==> config.mk <==
export PLATFORM = sky130hd
export DESIGN_NAME = fill_to_aligned_write_splitter_top
export DESIGN_NICKNAME = d
export VERILOG_FILES = /design/src/hw/rtl/fws_pkg.sv /design/src/hw/rtl/fill_to_aligned_write_splitter_top.sv /design/src/hw/rtl/fws_ctrl.sv /design/src/hw/rtl/fws_dp.sv
export SDC_FILE = /design/constraint.sdc
export NUM_CORES = 1
export LEC_CHECK = 0
export BUFFER_PORTS_ARGS = -buffer_cell sky130_fd_sc_hd__buf_2
export CORE_MARGIN = 2
export CORE_UTILIZATION = 40
export CTS_CLUSTER_SIZE = 14
export DETAILED_ROUTE_END_ITERATION = 10
export GPL_TIMING_DRIVEN = 0
export HOLD_SLACK_MARGIN = 0.03
export PLACE_DENSITY_LB_ADDON = 0.08
export SLEW_MARGIN = 5
export SYNTH_ARGS = -nofsm -noshare
export SYNTH_HDL_FRONTEND = slang
export SYNTH_HIERARCHICAL = 1
export SYNTH_SLANG_ARGS = --single-unit
==> constraint.sdc <==
create_clock -name clk -period 6.5 [get_ports clk]
set_input_delay 1.3 -clock clk [delete_from_list [all_inputs] [get_ports clk]]
set_output_delay 1.3 -clock clk [all_outputs]
set_load 0.005 [all_outputs]
==> src/hw/rtl/fws_pkg.sv <==
// ----------------------------------------------------------------------------
// fws_pkg
// Shared types, codes and pattern helpers for the fill-to-aligned-write
// splitter.
// ----------------------------------------------------------------------------
package fws_pkg;

  localparam int ADDR_W  = 25;
  localparam int DATA_W  = 32;
  localparam int SIZE_W  = 2;
  localparam int COUNT_W = 7;
  localparam int KIND_W  = 3;

  // bytes above which an aligned run goes out as a serial block
  localparam int SERIAL_MIN_BYTES = 12;
  localparam logic [15:0] SERIAL_HDR_TAG = 16'h0001;

  localparam logic [SIZE_W-1:0] SZ_BYTE = 2'd0;
  localparam logic [SIZE_W-1:0] SZ_HALF = 2'd1;
  localparam logic [SIZE_W-1:0] SZ_WORD = 2'd2;

  typedef enum logic [KIND_W-1:0] {
    KIND_BYTE  = 3'd0,
    KIND_HALF  = 3'd1,
    KIND_WORD  = 3'd2,
    KIND_SHDR  = 3'd3,
    KIND_SFILL = 3'd4,
    KIND_AERR  = 3'd5
  } kind_t;

  typedef enum logic [1:0] {
    S_IDLE,
    S_STRIDE,
    S_SPLIT,
    S_FILL
  } state_t;

  typedef struct packed {
    logic load;
    logic emit_stride;
    logic emit_split;
    logic emit_fill;
  } dp_cmd_t;

  typedef struct packed {
    logic in_zero;
    logic in_contig;
    logic stride_last;
    logic split_serial;
    logic split_last;
    logic fill_last;
  } dp_stat_t;

  function automatic logic [DATA_W-1:0] elem_mask(input logic [SIZE_W-1:0] sz);
    logic [DATA_W-1:0] m;
    unique case (sz)
      SZ_BYTE: m = 32'h0000_00FF;
      SZ_HALF: m = 32'h0000_FFFF;
      default: m = 32'hFFFF_FFFF;
    endcase
    return m;
  endfunction

  function automatic logic [DATA_W-1:0] word_pat(input logic [DATA_W-1:0] v,
                                                 input logic [SIZE_W-1:0] sz);
    logic [DATA_W-1:0] p;
    if (sz == SZ_BYTE) begin
      p = {4{v[7:0]}};
    end else begin
      p = {2{v[15:0]}};
    end
    return p;
  endfunction

  function automatic logic [DATA_W-1:0] half_pat(input logic [DATA_W-1:0] v,
                                                 input logic [SIZE_W-1:0] sz);
    logic [DATA_W-1:0] p;
    if (sz == SZ_BYTE) begin
      p = {16'h0000, {2{v[7:0]}}};
    end else begin
      p = {16'h0000, v[15:0]};
    end
    return p;
  endfunction

endpackage

==> src/hw/rtl/fill_to_aligned_write_splitter_top.sv <==
// ----------------------------------------------------------------------------
// fill_to_aligned_write_splitter_top
// Turns one fill request into a run of aligned write or serial block commands.
// ----------------------------------------------------------------------------
// One request is taken when the sequencer is idle; it is loaded into the request
// registers, then one command per cycle goes into a single output register while
// the output is free, giving N results in all (0 to 64: none for
// a zero count, one per element for strided or incrementing requests, a
// handful for contiguous fills, which use a header plus a fill word for runs
// above 12 aligned bytes).
// Output stalls hold the sequencer; the next request is taken while the last
// result still waits for its transfer. run_last marks the final result, and an
// address error result ends a contiguous run early.
module fill_to_aligned_write_splitter_top #(
  parameter int MAX_COUNT = 64,
  parameter int ADDR_BITS = 25
) (
  input  logic                               clk,
  input  logic                               rst,
  input  logic                               in_valid,
  output logic                               in_ready,
  input  logic        [fws_pkg::SIZE_W-1:0]  elem_size,
  input  logic        [fws_pkg::ADDR_W-1:0]  start_address,
  input  logic        [fws_pkg::DATA_W-1:0]  fill_value,
  input  logic        [fws_pkg::COUNT_W-1:0] elem_count,
  input  logic signed [fws_pkg::DATA_W-1:0]  addr_step,
  input  logic signed [fws_pkg::DATA_W-1:0]  value_step,
  output logic                               out_valid,
  input  logic                               out_ready,
  output logic        [fws_pkg::KIND_W-1:0]  cmd_kind,
  output logic        [fws_pkg::ADDR_W-1:0]  cmd_address,
  output logic        [fws_pkg::DATA_W-1:0]  cmd_data,
  output logic                               run_last
);
  import fws_pkg::*;

  dp_cmd_t  cmd;
  dp_stat_t stat;

  fws_ctrl u_ctrl (
    .clk       (clk),
    .rst       (rst),
    .in_valid  (in_valid),
    .in_ready  (in_ready),
    .out_valid (out_valid),
    .out_ready (out_ready),
    .cmd       (cmd),
    .stat      (stat)
  );

  fws_dp #(
    .MAX_COUNT (MAX_COUNT),
    .ADDR_BITS (ADDR_BITS)
  ) u_dp (
    .clk           (clk),
    .rst           (rst),
    .elem_size     (elem_size),
    .start_address (start_address),
    .fill_value    (fill_value),
    .elem_count    (elem_count),
    .addr_step     (addr_step),
    .value_step    (value_step),
    .cmd           (cmd),
    .stat          (stat),
    .cmd_kind      (cmd_kind),
    .cmd_address   (cmd_address),
    .cmd_data      (cmd_data),
    .run_last      (run_last)
  );

endmodule

==> src/hw/rtl/fws_ctrl.sv <==
// ----------------------------------------------------------------------------
// fws_ctrl
// Sequencer: takes a request, steps the datapath one command per cycle while
// the output register is free, and owns the output valid flag.
// ----------------------------------------------------------------------------
module fws_ctrl (
  input  logic              clk,
  input  logic              rst,
  input  logic              in_valid,
  output logic              in_ready,
  output logic              out_valid,
  input  logic              out_ready,
  output fws_pkg::dp_cmd_t  cmd,
  input  fws_pkg::dp_stat_t stat
);
  import fws_pkg::*;

  state_t state, state_next;
  logic   out_valid_next;
  logic   out_free;
  logic   emit;

  assign out_free = !out_valid || out_ready;

  always_ff @(posedge clk) begin
    if (rst) begin
      state     <= S_IDLE;
      out_valid <= 1'b0;
    end else begin
      state     <= state_next;
      out_valid <= out_valid_next;
    end
  end

  always_comb begin
    state_next = state;
    cmd        = '0;
    in_ready   = (state == S_IDLE);
    unique case (state)
      S_IDLE: begin
        if (in_valid) begin
          cmd.load = 1'b1;
          if (!stat.in_zero) begin
            state_next = stat.in_contig ? S_SPLIT : S_STRIDE;
          end
        end
      end
      S_STRIDE: begin
        if (out_free) begin
          cmd.emit_stride = 1'b1;
          if (stat.stride_last) begin
            state_next = S_IDLE;
          end
        end
      end
      S_SPLIT: begin
        if (out_free) begin
          cmd.emit_split = 1'b1;
          if (stat.split_serial) begin
            state_next = S_FILL;
          end else if (stat.split_last) begin
            state_next = S_IDLE;
          end
        end
      end
      S_FILL: begin
        if (out_free) begin
          cmd.emit_fill = 1'b1;
          state_next = stat.fill_last ? S_IDLE : S_SPLIT;
        end
      end
      default: state_next = S_IDLE;
    endcase
    emit           = cmd.emit_stride || cmd.emit_split || cmd.emit_fill;
    out_valid_next = emit || (out_valid && !out_ready);
  end

  // a serial fill word always follows its header
  a_fill_after_hdr: assert property (@(posedge clk) disable iff (rst)
    $rose(state == S_FILL) |-> $past(state) == S_SPLIT)
    else $error("fill word step entered without a serial header");

  // a pending result is never dropped before its transfer
  a_no_drop: assert property (@(posedge clk) disable iff (rst)
    $fell(out_valid) |-> $past(out_ready))
    else $error("output result dropped without transfer");

  // never overwrite a result that is still waiting
  a_no_overwrite: assert property (@(posedge clk) disable iff (rst)
    (out_valid && !out_ready) |-> !(cmd.emit_stride || cmd.emit_split || cmd.emit_fill))
    else $error("output register overwritten while stalled");

endmodule

==> src/hw/rtl/fws_dp.sv <==
// ----------------------------------------------------------------------------
// fws_dp
// Datapath: request registers, address/value/count stepping, aligned split
// decision and the output register.
// ----------------------------------------------------------------------------
module fws_dp #(
  parameter int MAX_COUNT = 64,
  parameter int ADDR_BITS = 25
) (
  input  logic                                 clk,
  input  logic                                 rst,
  input  logic        [fws_pkg::SIZE_W-1:0]    elem_size,
  input  logic        [fws_pkg::ADDR_W-1:0]    start_address,
  input  logic        [fws_pkg::DATA_W-1:0]    fill_value,
  input  logic        [fws_pkg::COUNT_W-1:0]   elem_count,
  input  logic signed [fws_pkg::DATA_W-1:0]    addr_step,
  input  logic signed [fws_pkg::DATA_W-1:0]    value_step,
  input  fws_pkg::dp_cmd_t                     cmd,
  output fws_pkg::dp_stat_t                    stat,
  output logic        [fws_pkg::KIND_W-1:0]    cmd_kind,
  output logic        [fws_pkg::ADDR_W-1:0]    cmd_address,
  output logic        [fws_pkg::DATA_W-1:0]    cmd_data,
  output logic                                 run_last
);
  import fws_pkg::*;

  localparam int CNT_W   = $clog2(MAX_COUNT + 1);
  localparam int BYTES_W = $clog2(4 * MAX_COUNT + 1);
  localparam logic [31:0] ADDR_LIM = 32'hFFFF_FFFF >> (32 - ADDR_BITS);
  localparam logic [COUNT_W-1:0] CNT_CAP = COUNT_W'(MAX_COUNT);

  // request state
  logic [SIZE_W-1:0]  sz;
  logic [31:0]        addr;
  logic [DATA_W-1:0]  val;
  logic [DATA_W-1:0]  astep;
  logic [DATA_W-1:0]  vstep;
  logic [CNT_W-1:0]   cnt;
  logic [BYTES_W-1:0] bytes;
  logic [ADDR_W-1:0]  amask;

  // input decode
  logic [SIZE_W-1:0]  sz_in;
  logic [COUNT_W-1:0] cnt_in;
  logic               contig_in;
  logic               multi_in;

  // split decode
  logic               err;
  logic               al4;
  logic               al2;
  logic               serial;
  logic               word_go;
  logic               half_go;
  logic [2:0]         step;
  logic [BYTES_W-3:0] words;

  logic [KIND_W-1:0]  kind_mux;
  logic [ADDR_W-1:0]  addr_mux;
  logic [DATA_W-1:0]  data_mux;
  logic               last_mux;

  always_comb begin
    sz_in     = (elem_size > SZ_WORD) ? SZ_WORD : elem_size;
    cnt_in    = (elem_count > CNT_CAP) ? CNT_CAP : elem_count;
    contig_in = ($unsigned(addr_step) == (32'd1 << sz_in)) && (value_step == '0);
    multi_in  = (cnt_in > 7'd1);
  end

  always_comb begin
    err     = addr > ADDR_LIM;
    al4     = (addr[1:0] == 2'b00);
    al2     = !addr[0];
    serial  = !err && al4 && (32'(bytes) > 32'(SERIAL_MIN_BYTES));
    word_go = al4 && (32'(bytes) >= 32'd4);
    half_go = al2 && (32'(bytes) >= 32'd2);
    step    = word_go ? 3'd4 : (half_go ? 3'd2 : 3'd1);
    words   = bytes[BYTES_W-1:2];
  end

  always_comb begin
    stat.in_zero      = (cnt_in == '0);
    stat.in_contig    = contig_in && multi_in;
    stat.stride_last  = (cnt == CNT_W'(1));
    stat.split_serial = serial;
    stat.split_last   = err || (!serial && (bytes == BYTES_W'(step)));
    stat.fill_last    = (bytes[1:0] == 2'b00);
  end

  // result select
  always_comb begin
    kind_mux = KIND_AERR;
    addr_mux = addr[ADDR_W-1:0];
    data_mux = '0;
    last_mux = 1'b1;
    if (cmd.emit_stride) begin
      kind_mux = KIND_W'(sz);
      addr_mux = addr[ADDR_W-1:0] & amask;
      data_mux = val & elem_mask(sz);
      last_mux = stat.stride_last;
    end else if (cmd.emit_fill) begin
      kind_mux = KIND_SFILL;
      data_mux = word_pat(val, sz);
      last_mux = stat.fill_last;
    end else begin
      last_mux = stat.split_last;
      if (err) begin
        kind_mux = KIND_AERR;
      end else if (serial) begin
        kind_mux = KIND_SHDR;
        data_mux = {16'(words), SERIAL_HDR_TAG};
      end else if (word_go) begin
        kind_mux = KIND_WORD;
        data_mux = word_pat(val, sz);
      end else if (half_go) begin
        kind_mux = KIND_HALF;
        data_mux = half_pat(val, sz);
      end else begin
        kind_mux = KIND_BYTE;
        data_mux = {24'h000000, val[7:0]};
      end
    end
  end

  always_ff @(posedge clk) begin
    if (cmd.load) begin
      sz    <= sz_in;
      addr  <= {{(32 - ADDR_W){1'b0}}, start_address};
      val   <= fill_value;
      astep <= $unsigned(addr_step);
      vstep <= $unsigned(value_step);
      cnt   <= cnt_in[CNT_W-1:0];
      bytes <= BYTES_W'(cnt_in) << sz_in;
      // a single contiguous element keeps its full address
      amask <= (contig_in && !multi_in) ? {ADDR_W{1'b1}} : ADDR_LIM[ADDR_W-1:0];
    end else if (cmd.emit_stride) begin
      addr <= addr + astep;
      val  <= val + vstep;
      cnt  <= cnt - CNT_W'(1);
    end else if (cmd.emit_split && !err && !serial) begin
      addr  <= addr + 32'(step);
      bytes <= bytes - BYTES_W'(step);
    end else if (cmd.emit_fill) begin
      // skip the whole serial block
      addr  <= addr + {{(32 - BYTES_W){1'b0}}, words, 2'b00};
      bytes <= {{(BYTES_W - 2){1'b0}}, bytes[1:0]};
    end
  end

  always_ff @(posedge clk) begin
    if (cmd.emit_stride || cmd.emit_split || cmd.emit_fill) begin
      cmd_kind    <= kind_mux;
      cmd_address <= addr_mux;
      cmd_data    <= data_mux;
      run_last    <= last_mux;
    end
  end

  // a split step never takes more bytes than remain
  a_no_underflow: assert property (@(posedge clk) disable iff (rst)
    (cmd.emit_split && !err && !serial) |-> (bytes >= BYTES_W'(step)))
    else $error("split step exceeds remaining bytes");

  // a strided emit always has an element left
  a_stride_cnt: assert property (@(posedge clk) disable iff (rst)
    cmd.emit_stride |-> (cnt != '0))
    else $error("strided emit with no element left");

  // a serial fill word leaves less than a word behind
  a_fill_rest: assert property (@(posedge clk) disable iff (rst)
    cmd.emit_fill |=> (bytes < BYTES_W'(4)))
    else $error("serial block left a full word behind");

endmodule
==> flow_summary.yaml <==
drt:
  count_of_antenna_violating_nets_left_after_detailed_routing: 0
  drtPass1Iterations: 5
  drc_violation_count_after_routing: 0
  route.final.wire_length_um: 43700
  route.detailed.wl_per_inst_um: 22.0
  drt-vias-per-instance: 5.62
  detailroute.via_count: 11100
  drtIter0Drc: 908
cts:
  ctsHtreeMaxLevel: 1
  cts.reportedPaths.clkPinSlew_ps: 50
  tritoncts: "built"
  cts.sinks: 210
  post-cts-setup-buffer-count: 0
  clock-root-buffer: "clkbuf_16"
  clock_latency_ps: 540
  cts.hold.buffers_added: 0
  cts_max_path_buffers: 3
  tritoncts.num_buffers: 25
  post_cts_resize_count: 0
place:
  hpwlAfterDp_um: 33300
  number_of_buffer_cells_added_on_primary_ports: 195
  dp_cells: 1938
  place_area_sq_um: 14800
  globalplace.congestion: 0.911
logic_synthesis:
  ys.flop_type: "edfxtp_1"
  synth_area_per_cell_sq_um: 10.2
  number_of_cells_produced_by_synthesis: 1298
  ys_seq_area_frac: 0.469
  ys_async_sr_fraction: 0
  synth_warnings: 6
  synth.cell_area_sq_um: 13200
  postSynthRegisterBits: 210
  synth.lib_cells_used.distinct: 89
  synth_edf_count: 200
  synthesis.nets: 1513
timing:
  relSlewSlack: 0.213
  final_min_period_over_clock_period: 0.731
  worst_setup_skew_after_layout_ps: 11.1
  rsz0062_at_grt: "no"
  period_minus_slack_ps: 4750
  hold-worst-slack_ps: 551
  final-setup-viol-count: 0
  finalMaxSlewViolations: 0
  timing.final.hold_violations: 0
  timing.fmax_mhz: 211
  worst-slew-pin-transition_ps: 1180
grt:
  groute.usage.overall: 0.252
  antenna_found_initial: 1
  grt_max_degree: 42
  grt-ovfl-total: 0
  grt_pass1_wl_um: 64400
  vias_in_the_first_global_route: 10800
die:
  chipHeight_um: 186
  die_width_um: 186
  top_level_port_count: 197
  num_rows: 66
  die-area_sq_um: 34500
  start_util: 0.406
  design.core.area_sq_um: 32500
cells_and_area:
  num-nets-final: 1738
  antenna_cells_inserted: 0
  final_core_util: 0.480
  layout_commonest_cell: "edfxtp_1"
  area_growth_pct: 18.2
  postLayoutCellArea_sq_um: 15600
  share_of_layout_cells_above_drive_strength_1: 0.178
  final_cell_mix: "200 x edfxtp_1, 197 x buf_2, 125 x nand2_1"
  post_layout_nonfiller_instances: 1982
critical_path:
  cp.arrival_ps: 4890
  critical_path_peak_fanout: 41
  ff2ff_setup_slack_ps: 1940
  cp_data_required_time_ps: 6640
  timing.critical_path.from_type: "primary input"
  end_kind: "flip-flop"
  path_class: "in2reg"
pwr:
  power-per-cell-area_nw_per_um2: 592
  p_leak_uw: 0.00620
  vdd_ir_drop_max_v: 0.000245
status:
  result_of_the_run: "finished, final reports clean"
worst_hold_path:
  min-delay-path-class: "reg2reg"
run:
  timing.max_cap.violations: 0
-- cells by family (layout without fill, tap and decap cells) --
| logic type | count (synthesis) | count (layout) | synth area share |
|---|---|---|---|
| AOI/OAI and AO/OA | 385 | 385 | 0.189 |
| xor gates and xnor gates | 93 | 93 | 0.0616 |
| adders and majority gates | 81 | 81 | 0.0789 |
| buffers and inverters | 103 | 345 | 0.0311 |
| DFF | 210 | 210 | 0.469 |
| muxes | 19 | 19 | 0.0150 |
| and+or+nand+nor | 407 | 407 | 0.155 |
-- report_power, final --
group	internal [uW]	leakage [uW]	switching, uW	total [uW]
Clock	822	0.000388	565	1390
Sequential	2410	0.00201	496	2900
Combinational	1950	0.00380	3010	4960
Total	5180	0.00620	4070	9250
-- worst max-delay path, stage by stage --
cell      delay [ps]
buf_2            100
and2_4           430
buf_16           300
clkbuf_1         550
clkinv_1         600
clkbuf_1         540
nand2_1         1020
-- metrics by stage --
stage	setup WS (ps)	TNS (ps)	total power, uW
global route	1650	0	9930
CTS	1780	0	9260
detailed placement	1170	0	7830
floorplan	1730	0	6190
finish	1750	0	9250
global placement	-637	-30140	7780
-- worst paths after layout --
path | startpoint | endpoint | depth (start not counted)
worst max-delay path | in_valid | u_dp/addr[19]$_DFFE_PP_ | 7
worst min-delay path | u_dp/addr[19]$_DFFE_PP_ | u_dp/cmd_address[19]$_DFFE_PP_ | 0
worst max register to register | u_ctrl/state[0]$_SDFFE_PP0P_ | u_dp/addr[19]$_DFFE_PP_ | 8
worst min register to register | u_dp/addr[19]$_DFFE_PP_ | u_dp/cmd_address[19]$_DFFE_PP_ | 0
-- state kept, by name, summed over array words and instances (netlist names) --
name              cells
u_dp/cnt              7
u_dp/addr            32
u_dp/cmd_address     25
u_ctrl/out_valid      1
u_dp/vstep           32
u_ctrl/state          2
u_dp/astep           32
u_dp/run_last         1
u_dp/cmd_data        32
u_dp/bytes            9
u_dp/cmd_kind         3
u_dp/val             32
u_dp/sz               2
-- final cells by class --
cell class              count  area (sq um)
inverters                  53           199
flip-flops and latches    210          6210
clock inverters            13           143
well taps                 442           553
plain buffers              50           213
clock buffers              31           648
repair buffers            198          1050
fillers                  3166         16900
multi-input cells         985          6620
-- synth_stat cells (6+ instances only) --
library cell  number  area, sq um
edfxtp_1         200         6010
nand2_1          125          469
a21oi_1           98          490
o21ai_0           93          465
nor2_1            83          312
ha_1              77          963
xnor2_1           54          473
inv_1             52          195
a21o_1            42          315
clkbuf_1          41          154
xor2_1            39          342
nand3_1           29          145
nor3_1            29          145
a211oi_1          25          188
nor4_1            22          138
o21a_1            18          135
nor2b_1           17          106
o22ai_1           17          106
and3_1            16          100
nand2b_1          15         93.8
nand4_1           14         87.6
and2_1            13         81.3
mux2i_1           13          130
dfxtp_1           10          200
a22oi_1            9         67.6
nor3b_1            9         67.6
o21bai_1           9         67.6
o211ai_1           8         60.1
or3_1              7         43.8
a31oi_1            6         37.5
-- per-layer routing --
metal,share of wire,track usage,up-vias
met1,0.43,0.331,5334
met4,0.035,0.0816,0
met2,0.47,0.421,399
met3,0.065,0.0423,73
li1,-,-,5333
met5,0,0,-
Note: power is estimated with default switching activity, not from simulation.
